**config.mk**
```make
export PLATFORM = sky130hd
export DESIGN_NAME = gaussian_track_smoother_unit
export DESIGN_NICKNAME = d
export VERILOG_FILES = /design/src/gts_pkg.sv /design/src/gts_front.sv /design/src/gts_queue.sv /design/src/gts_back.sv /design/src/gaussian_track_smoother_unit.sv
export SDC_FILE = /design/constraint.sdc
export NUM_CORES = 2
export LEC_CHECK = 0
export ABC_AREA = 1
export BUFFER_PORTS_ARGS = -buffer_cell sky130_fd_sc_hd__buf_2
export CAP_MARGIN = 20
export CORE_MARGIN = 2
export CORE_UTILIZATION = 50
export DETAILED_ROUTE_END_ITERATION = 6
export PLACE_DENSITY = 0.65
export SLEW_MARGIN = 20
export SYNTH_ARGS = -nofsm -noshare
export SYNTH_HDL_FRONTEND = slang
export SYNTH_HIERARCHICAL = 1
export SYNTH_SLANG_ARGS = --single-unit
```
**constraint.sdc**
```tcl
create_clock -name clk -period 7.7 [get_ports clk]
set_input_delay 0.77 -clock clk [delete_from_list [all_inputs] [get_ports clk]]
set_output_delay 0.77 -clock clk [all_outputs]
set_load 0.01 [all_outputs]
```
**src/gts_pkg.sv**
```systemverilog
`timescale 1ns / 1ps
package gts_pkg;

    // register indexes of the configuration port
    localparam logic [2:0] REG_RADIUS    = 3'd0;
    localparam logic [2:0] REG_WEIGHTS_A = 3'd1;
    localparam logic [2:0] REG_WEIGHTS_B = 3'd2;
    localparam logic [2:0] REG_WEIGHTS_C = 3'd3;
    localparam logic [2:0] REG_WEIGHTS_D = 3'd4;

    localparam int CFG_DATA_BITS = 64;
    localparam int SAMPLE_BITS   = 32;

    // kernel reach and window length of one track
    localparam int MAX_RADIUS = 15;
    localparam int RING_DEPTH = 2 * MAX_RADIUS + 1;

    // physical ring: window plus room for samples taken while jobs are in flight
    localparam int RING_SLOTS = 64;

    // one result job handed from front to back
    typedef struct packed {
        logic [4:0] center;     // back offset of the center sample
        logic [4:0] newest;     // index of the newest known sample
        logic       right_lim;  // track ended: no samples past newest
        logic       done;       // final result of the track
        logic [5:0] slot;       // physical ring slot of the newest sample
    } job_t;

endpackage

```
**src/gts_front.sv**
```systemverilog
`timescale 1ns / 1ps
// accepts samples, writes the ring, issues result jobs
module gts_front (
    input  logic              clk,
    input  logic              rst_n,
    input  logic              in_valid,
    output logic              in_ready,
    input  logic [31:0]       sample,
    input  logic              end_of_track,
    input  logic [3:0]        radius_cfg,
    output logic              ring_we,
    output logic [5:0]        ring_waddr,
    output logic [31:0]       ring_wdata,
    output logic              job_valid,
    input  logic              job_ready,
    output gts_pkg::job_t     job
);
    localparam int DEPTH = gts_pkg::RING_DEPTH;
    localparam logic [4:0] RMAX = 5'(gts_pkg::MAX_RADIUS);

    typedef enum logic [1:0] {
        S_TAKE  = 2'b01,
        S_FLUSH = 2'b10
    } fstate_t;

    fstate_t    state_reg, state_next;
    logic [5:0] slot_reg, slot_next;
    logic [4:0] seen_reg, seen_next;
    logic [4:0] c_reg, c_next;
    logic [4:0] n_reg, n_next;
    logic [5:0] nslot_reg, nslot_next;

    logic [4:0] r_eff;
    logic [4:0] seen_inc;
    logic [4:0] n_new;
    logic       take;

    assign r_eff    = ({1'b0, radius_cfg} > RMAX) ? RMAX : {1'b0, radius_cfg};
    assign in_ready = (state_reg == S_TAKE) && job_ready;
    assign take     = in_valid && in_ready;
    assign seen_inc = (seen_reg < 5'(DEPTH)) ? seen_reg + 5'd1 : seen_reg;
    assign n_new    = seen_inc - 5'd1;

    assign ring_we    = take;
    assign ring_waddr = slot_reg;
    assign ring_wdata = sample;

    // job issue
    always_comb
    begin
        job_valid     = 1'b0;
        job.center    = r_eff;
        job.newest    = n_new;
        job.right_lim = 1'b0;
        job.done      = 1'b0;
        job.slot      = slot_reg;
        if (state_reg == S_FLUSH)
        begin
            job_valid     = 1'b1;
            job.center    = c_reg;
            job.newest    = n_reg;
            job.right_lim = 1'b1;
            job.done      = (c_reg == 5'd0);
            job.slot      = nslot_reg;
        end
        else if (take && !end_of_track && n_new >= r_eff)
        begin
            job_valid = 1'b1;
        end
    end

    // track position and flush sequencing
    always_comb
    begin
        state_next = state_reg;
        slot_next  = slot_reg;
        seen_next  = seen_reg;
        c_next     = c_reg;
        n_next     = n_reg;
        nslot_next = nslot_reg;
        unique case (state_reg)
            S_TAKE:
            begin
                if (take)
                begin
                    // physical slot runs on across tracks
                    slot_next = slot_reg + 6'd1;
                    seen_next = seen_inc;
                    if (end_of_track)
                    begin
                        state_next = S_FLUSH;
                        c_next     = (n_new < r_eff) ? n_new : r_eff;
                        n_next     = n_new;
                        nslot_next = slot_reg;
                        seen_next  = 5'd0;
                    end
                end
            end
            S_FLUSH:
            begin
                if (job_ready)
                begin
                    if (c_reg == 5'd0)
                        state_next = S_TAKE;
                    else
                        c_next = c_reg - 5'd1;
                end
            end
            default: state_next = S_TAKE;
        endcase
    end

    always_ff @(posedge clk or negedge rst_n)
    begin
        if (!rst_n)
        begin
            state_reg <= S_TAKE;
            slot_reg  <= 6'd0;
            seen_reg  <= 5'd0;
        end
        else
        begin
            state_reg <= state_next;
            slot_reg  <= slot_next;
            seen_reg  <= seen_next;
        end
    end

    always_ff @(posedge clk)
    begin
        c_reg     <= c_next;
        n_reg     <= n_next;
        nslot_reg <= nslot_next;
    end
endmodule

```
**src/gts_queue.sv**
```systemverilog
`timescale 1ns / 1ps
// short job queue between front and back
module gts_queue (
    input  logic          clk,
    input  logic          rst_n,
    input  logic          wr_valid,
    output logic          wr_ready,
    input  gts_pkg::job_t wr_job,
    output logic          rd_valid,
    input  logic          rd_ready,
    output gts_pkg::job_t rd_job
);
    gts_pkg::job_t q_reg [2];
    logic          wp_reg, rp_reg;
    logic [1:0]    cnt_reg;
    logic          push, pop;

    assign wr_ready = (cnt_reg != 2'd2);
    assign rd_valid = (cnt_reg != 2'd0);
    assign rd_job   = q_reg[rp_reg];
    assign push     = wr_valid && wr_ready;
    assign pop      = rd_valid && rd_ready;

    always_ff @(posedge clk or negedge rst_n)
    begin
        if (!rst_n)
        begin
            wp_reg  <= 1'b0;
            rp_reg  <= 1'b0;
            cnt_reg <= 2'd0;
        end
        else
        begin
            if (push)
                wp_reg <= ~wp_reg;
            if (pop)
                rp_reg <= ~rp_reg;
            cnt_reg <= cnt_reg + {1'b0, push} - {1'b0, pop};
        end
    end

    always_ff @(posedge clk)
    begin
        if (push)
            q_reg[wp_reg] <= wr_job;
    end
endmodule

```
**src/gts_back.sv**
```systemverilog
`timescale 1ns / 1ps
// weighted sum over the window, then restoring division
module gts_back #(
    parameter int WEIGHT_BITS = 16
) (
    input  logic          clk,
    input  logic          rst_n,
    input  logic          ring_we,
    input  logic [5:0]    ring_waddr,
    input  logic [31:0]   ring_wdata,
    input  logic [3:0]    radius_cfg,
    input  logic [255:0]  weights,
    input  logic          job_valid,
    output logic          job_ready,
    input  gts_pkg::job_t job,
    output logic          out_valid,
    input  logic          out_ready,
    output logic [31:0]   smoothed,
    output logic          track_done,
    output logic          zero_weight
);
    localparam int WB    = (WEIGHT_BITS < 16) ? WEIGHT_BITS : 16;
    localparam int NUMW  = 32 + WB + 6;      // signed numerator
    localparam int DENW  = WB + 6;           // denominator
    localparam int QW    = NUMW + 1;         // 2*|num|+den dividend
    localparam int PRODW = 32 + WB + 1;      // sample times weight
    localparam logic [4:0] RMAX = 5'(gts_pkg::MAX_RADIUS);
    localparam logic [5:0] QSTEPS = 6'(QW);

    typedef enum logic [4:0] {
        B_IDLE = 5'b00001,
        B_ADDR = 5'b00010,
        B_MAC  = 5'b00100,
        B_DIV  = 5'b01000,
        B_OUT  = 5'b10000
    } bstate_t;

    logic [31:0] ring_mem [gts_pkg::RING_SLOTS];
    logic [31:0] rd_data_reg;

    bstate_t            state_reg, state_next;
    gts_pkg::job_t      job_reg;
    logic [4:0]         r_eff;
    // term: 0 = center, then alternate right/left over distances
    logic [5:0]         term_reg, term_next;
    logic               pend_reg;              // a read issued last cycle
    logic [WB-1:0]      pend_w_reg;
    logic               pend_use_reg;
    logic signed [NUMW-1:0] num_reg;
    logic [DENW-1:0]    den_reg;
    logic [QW-1:0]      quo_reg, rem_x_reg;
    logic [QW:0]        rem_reg;
    logic [QW-1:0]      dvs_reg;
    logic [5:0]         dcnt_reg;
    logic               neg_reg;
    logic [31:0]        res_reg;
    logic               zw_reg;

    // term decode
    logic [4:0] term_dist;
    logic       left_side;
    logic [5:0] back;
    logic       use_term;
    logic [5:0] raddr;
    logic [15:0] lane;
    logic [WB-1:0] wsel;

    logic signed [PRODW-1:0] prod_raw;
    logic [NUMW-1:0]         mag;
    logic [QW:0]             rem_sh;
    logic [QW-1:0]           qsat;
    logic [31:0]             res_reg_n;

    assign r_eff = ({1'b0, radius_cfg} > RMAX) ? RMAX : {1'b0, radius_cfg};

    always_comb
    begin
        term_dist = term_reg[5:1] + {4'd0, term_reg[0]};
        left_side = (term_reg != 6'd0) && !term_reg[0];
        back      = left_side ? {1'b0, job_reg.center} - {1'b0, term_dist}
                              : {1'b0, job_reg.center} + {1'b0, term_dist};
        if (term_reg == 6'd0)
            use_term = 1'b1;
        else if (left_side)
            use_term = !job_reg.right_lim || (term_dist <= job_reg.center);
        else
            use_term = ({1'b0, term_dist} + {1'b0, job_reg.center})
                       <= {1'b0, job_reg.newest};
        // slot = newest slot - back, wrapping over the physical ring
        raddr = job_reg.slot - back;
        lane  = weights[{term_dist[3:0], 4'd0} +: 16];
        wsel  = term_dist[4] ? '0 : lane[WB-1:0];
    end

    assign job_ready = (state_reg == B_IDLE);

    // ring memory
    always_ff @(posedge clk)
    begin
        if (ring_we)
            ring_mem[ring_waddr] <= ring_wdata;
        rd_data_reg <= ring_mem[raddr];
    end

    always_comb
    begin
        state_next = state_reg;
        term_next  = term_reg;
        unique case (state_reg)
            B_IDLE:
            begin
                term_next = 6'd0;
                if (job_valid)
                    state_next = B_ADDR;
            end
            B_ADDR:
            begin
                if (term_reg == {r_eff, 1'b0})
                    state_next = B_MAC;
                else
                    term_next = term_reg + 6'd1;
            end
            // wait for the last product to land in the sum
            B_MAC:
                if (!pend_reg)
                    state_next = B_DIV;
            B_DIV:
                if (dcnt_reg == QSTEPS || den_reg == '0)
                    state_next = B_OUT;
            B_OUT:
                if (out_ready)
                    state_next = B_IDLE;
            default: state_next = B_IDLE;
        endcase
    end

    assign prod_raw = $signed(rd_data_reg) * $signed({1'b0, pend_w_reg});
    assign mag  = num_reg[NUMW-1] ? NUMW'(-num_reg) : NUMW'(num_reg);
    assign rem_sh = {rem_reg[QW-1:0], rem_x_reg[QW-1]};

    always_comb
    begin
        qsat = quo_reg;
        if (neg_reg)
            res_reg_n = (qsat > QW'(33'h80000000)) ? 32'h80000000 : 32'(-qsat);
        else
            res_reg_n = (qsat > QW'(33'h7FFFFFFF)) ? 32'h7FFFFFFF : qsat[31:0];
    end

    always_ff @(posedge clk or negedge rst_n)
    begin
        if (!rst_n)
        begin
            state_reg <= B_IDLE;
            pend_reg  <= 1'b0;
        end
        else
        begin
            state_reg <= state_next;
            pend_reg  <= (state_reg == B_ADDR);
        end
    end

    // datapath: accumulate, then divide one bit a cycle
    always_ff @(posedge clk)
    begin
        term_reg     <= term_next;
        pend_w_reg   <= use_term ? wsel : '0;
        pend_use_reg <= use_term;
        if (state_reg == B_IDLE)
        begin
            job_reg  <= job;
            num_reg  <= '0;
            den_reg  <= '0;
        end
        else if (pend_reg && pend_use_reg)
        begin
            num_reg <= num_reg + NUMW'(prod_raw);
            den_reg <= den_reg + DENW'(pend_w_reg);
        end
        if (state_reg == B_MAC && !pend_reg)
        begin
            neg_reg   <= num_reg[NUMW-1];
            rem_x_reg <= {mag, 1'b0} + QW'(den_reg);
            dvs_reg   <= QW'({den_reg, 1'b0});
            rem_reg   <= '0;
            quo_reg   <= '0;
            dcnt_reg  <= 6'd0;
            zw_reg    <= (den_reg == '0);
        end
        else if (state_reg == B_DIV && dcnt_reg != QSTEPS)
        begin
            rem_x_reg <= {rem_x_reg[QW-2:0], 1'b0};
            if (rem_sh >= {1'b0, dvs_reg})
            begin
                rem_reg <= rem_sh - {1'b0, dvs_reg};
                quo_reg <= {quo_reg[QW-2:0], 1'b1};
            end
            else
            begin
                rem_reg <= rem_sh;
                quo_reg <= {quo_reg[QW-2:0], 1'b0};
            end
            dcnt_reg <= dcnt_reg + 6'd1;
        end
        if (state_reg == B_DIV && state_next == B_OUT)
            res_reg <= zw_reg ? 32'd0 : res_reg_n;
    end

    assign out_valid   = (state_reg == B_OUT);
    assign smoothed    = res_reg;
    assign track_done  = job_reg.done;
    assign zero_weight = zw_reg;
endmodule

```
**src/gaussian_track_smoother_unit.sv**
```systemverilog
`timescale 1ns / 1ps
// gaussian track smoother
// input channel: in_valid/in_ready with sample (Q16.16) and end_of_track.
// output channel: out_valid/out_ready with smoothed, track_done, zero_weight.
// config: cfg_we, cfg_index, cfg_data; index 0 radius, 1..4 weight lanes.
// output j of a track is produced when sample j+radius transfers; the last
// sample flushes the pending outputs, newest center last, track_done on j=last.
// each result first forms the weighted sum (one ring read per term plus the
// pipeline tail), then runs the bit-serial division, then waits in the output
// register until out_ready; a zero weight sum skips the division.
// a two-entry job queue lets the front take samples while the back works;
// when the receiver stalls, the queue fills and in_ready drops.
// the ring has 64 physical slots so samples taken ahead never overwrite a
// window still in use by a queued job.
// reset clears the track position, radius to 10, weights to zero.
module gaussian_track_smoother_unit #(
    parameter int WEIGHT_BITS = 16
) (
    input  logic        clk,
    input  logic        rst_n,
    input  logic        in_valid,
    output logic        in_ready,
    input  logic [31:0] sample,
    input  logic        end_of_track,
    output logic        out_valid,
    input  logic        out_ready,
    output logic [31:0] smoothed,
    output logic        track_done,
    output logic        zero_weight,
    input  logic        cfg_we,
    input  logic [2:0]  cfg_index,
    input  logic [63:0] cfg_data
);
    logic [3:0]    radius_reg;
    logic [255:0]  weights_reg;
    logic          ring_we;
    logic [5:0]    ring_waddr;
    logic [31:0]   ring_wdata;
    logic          fj_valid, fj_ready, bj_valid, bj_ready;
    gts_pkg::job_t fj, bj;

    // configuration registers
    always_ff @(posedge clk or negedge rst_n)
    begin
        if (!rst_n)
        begin
            radius_reg  <= 4'd10;
            weights_reg <= '0;
        end
        else if (cfg_we)
        begin
            unique case (cfg_index)
                gts_pkg::REG_RADIUS:    radius_reg <= cfg_data[3:0];
                gts_pkg::REG_WEIGHTS_A: weights_reg[63:0]    <= cfg_data;
                gts_pkg::REG_WEIGHTS_B: weights_reg[127:64]  <= cfg_data;
                gts_pkg::REG_WEIGHTS_C: weights_reg[191:128] <= cfg_data;
                gts_pkg::REG_WEIGHTS_D: weights_reg[255:192] <= cfg_data;
                default: ;
            endcase
        end
    end

    gts_front u_front (
        .clk, .rst_n, .in_valid, .in_ready, .sample, .end_of_track,
        .radius_cfg(radius_reg), .ring_we, .ring_waddr, .ring_wdata,
        .job_valid(fj_valid), .job_ready(fj_ready), .job(fj)
    );

    gts_queue u_queue (
        .clk, .rst_n, .wr_valid(fj_valid), .wr_ready(fj_ready), .wr_job(fj),
        .rd_valid(bj_valid), .rd_ready(bj_ready), .rd_job(bj)
    );

    gts_back #(.WEIGHT_BITS(WEIGHT_BITS)) u_back (
        .clk, .rst_n, .ring_we, .ring_waddr, .ring_wdata,
        .radius_cfg(radius_reg), .weights(weights_reg),
        .job_valid(bj_valid), .job_ready(bj_ready), .job(bj),
        .out_valid, .out_ready, .smoothed, .track_done, .zero_weight
    );
endmodule

```
==> results.py <==
metrics = {
    "run_status": {
        "status": "completed",
    },
    "yosys": {
        "synthArstFlopShare": 0.103,
        "netlist_area_um2": 142000,
        "netlist.area_leader.share": 0.474,
        "yosys-top-cells-count": "edfxtp_1, nand2_1, nor2_1",
        "ys_ff_latch": 2759,
        "yosysSeqAreaShare": 0.558,
        "synth_ff_type": "edfxtp_1",
        "ys_top_cells_by_area": "edfxtp_1, fa_1, nand2_1",
        "syn_area_per_cell_um2": 10.3,
        "synth_enable_flop_cells": 2235,
        "syn-num-nets": 14700,
        "synth_largest_area_cell": "edfxtp_1",
        "yosys_warnings": 6,
        "synthDistinctLibCells": 76,
        "synthCells": 13800,
    },
    "detailed_routing": {
        "totalWireLength_um": 390000,
        "routedWlPerCell_um": 22.0,
        "drcViolationCount": 0,
        "via_per_inst": 5.68,
        "antenna_left": 0,
        "drtIter0Drc": 12300,
        "dr.pass1.iters": 6,
        "vias": 101000,
    },
    "setup_path": {
        "arrival_ns": 7.50,
        "cpPeakStageDelay_ns": 0.71,
        "startpoint_type": "flip-flop",
        "crit_type": "reg2reg",
        "critPathCaptureType": "flip-flop",
        "r2r_setup_slack_ns": 0.96,
        "cp.required_ns": 8.46,
        "worstPathMaxFanout": 19,
        "crit_slowest_cell": "dfxtp_1",
        "path_delay_family": "adder cells",
        "critPathBufInv": 7,
    },
    "die": {
        "die_w_um": 536,
        "die_h_um": 536,
        "rows": 195,
        "num_io_pins": 141,
        "start_util": 0.502,
        "die_area_um2": 288000,
        "coreArea_um2": 282000,
    },
    "sta": {
        "worstMarginPinSlew_ns": 1.10,
        "tns_ns": 0,
        "fmax_mhz": 148,
        "slew-limit-headroom": 0.260,
        "rsz0062_at_grt": "no",
        "fin_skew_ns": 0.0649,
        "slew_violations": 0,
        "finalCriticalPeriod_ns": 6.74,
        "setup_viol_count_final": 0,
        "fin_crit_sh": 0.876,
        "final-hold-violation-count": 0,
    },
    "cts": {
        "cts_max_path_buffers": 4,
        "clock-sinks": 2759,
        "cts_setup_buffers": 0,
        "cts-root-buf": "clkbuf_16",
        "cts_tree": "yes",
        "htree_levels": 5,
        "clock_latency_ns": 0.93,
        "path_clk_slew_ns": 0.07,
        "cts_hold_buf": 1,
        "cts_resized": 0,
        "numCtsBuffers": 298,
    },
    "grt": {
        "grt_pass1_wl_um": 590000,
        "grt_pass1_vias": 95600,
        "grt_max_degree": 184,
        "antenna_found_initial": 26,
        "grt_overflow_total": 0,
        "grt_usage": 0.268,
    },
    "placed_design": {
        "numPortBuffers": 140,
        "detailed_place_hpwl_um": 242000,
        "gp_congestion": 0.947,
    },
    "final_layout": {
        "largest_reg_flops": 2048,
        "nets": 14600,
        "area_growth_pct": 10.3,
        "drive_gt1_frac": 0.0799,
    },
    "run": {
        "max_cap_viol_count": 0,
    },
    "worst_hold_path": {
        "min_path_type": "in2reg",
    },
}
==> worst reg2reg max path: cells and delay by family, from the launching register on <==
kind,cells,cell delay [ns]
simple gates,8,0.72
buf+inv,7,0.81
fa+ha+maj,7,3.19
compound gates,3,1.17
flops,1,0.71
==> logic make-up (layout without fill, tap and decap cells) <==
group	after synthesis	in the layout	synth area share
DFF	2759	2759	0.558
other	0	12	0
adders and majority gates	802	802	0.102
xor gates and xnor gates	194	194	0.0122
muxes	224	224	0.0167
buffers and inverters	2505	2636	0.0690
AOI/OAI and AO/OA	2300	2300	0.0994
and+or+nand+nor	5028	5028	0.143
==> area by class of cell <==
type,instances,area (um^2)
antenna,12,30.0
clock inverter,145,1490
inverter,1715,6460
sequential,2759,79000
tap,3743,4680
fill,24300,126000
timing repair buffer,389,2970
multi-input combinational,8548,53500
clock buffer,387,8080
==> per-layer routing <==
layer  GRT usage  part of all wire  up-vias
met2       0.408              0.44     4106
met5     0.00250           0.00046        -
met1       0.393              0.43    49500
li1            -                 -    46300
met3      0.0461             0.091      594
met4      0.0840             0.032       14
==> through the flow <==
stage / worst slack [ns] / instance area [um^2] / cells / hold slack (ns) / utilization
floorplan: 1.63 / 142000 / 13800 / 0.403 / -
global placement: 1.03 / 147000 / 17100 / 0.448 / 0.520
detailed placement: 1.03 / 147000 / 17200 / 0.453 / 0.520
CTS: 0.962 / 156000 / 17700 / 0.0636 / 0.554
global route: 0.427 / 156000 / 17700 / 0.100 / 0.554
finish: 0.956 / 156000 / 17700 / 0.118 / 0.554
==> path summary, 6_finish.rpt <==
path / to / start / depth (start not counted)
max: u_back/num_reg[49] / u_back/pend_w_reg[7] / 25
min: weights_reg[146] / cfg_data[18] / 3
max reg2reg: u_back/num_reg[49] / u_back/pend_w_reg[7] / 25
min reg2reg: weights_reg[220] / weights_reg[220] / 2
max in group asynchronous: u_front/seen_reg[0] / rst_n / 3
min in group asynchronous: weights_reg[226] / rst_n / 2
==> cells in the final DEF, fill, tap and decap left out, types with 302 or more instances in the layout <==
master,synthesis,layout
edfxtp_1,2235,2235
nand2_1,2235,2229
nor2_1,2048,1987
inv_1,1700,1697
o21ai_0,1158,1158
fa_1,581,580
nand3_1,480,480
o32ai_1,416,416
clkbuf_16,0,303
a21oi_1,302,302
Power is not shown: default switching activity piles up to over one toggle a cycle in this logic, so the estimate is an artifact.
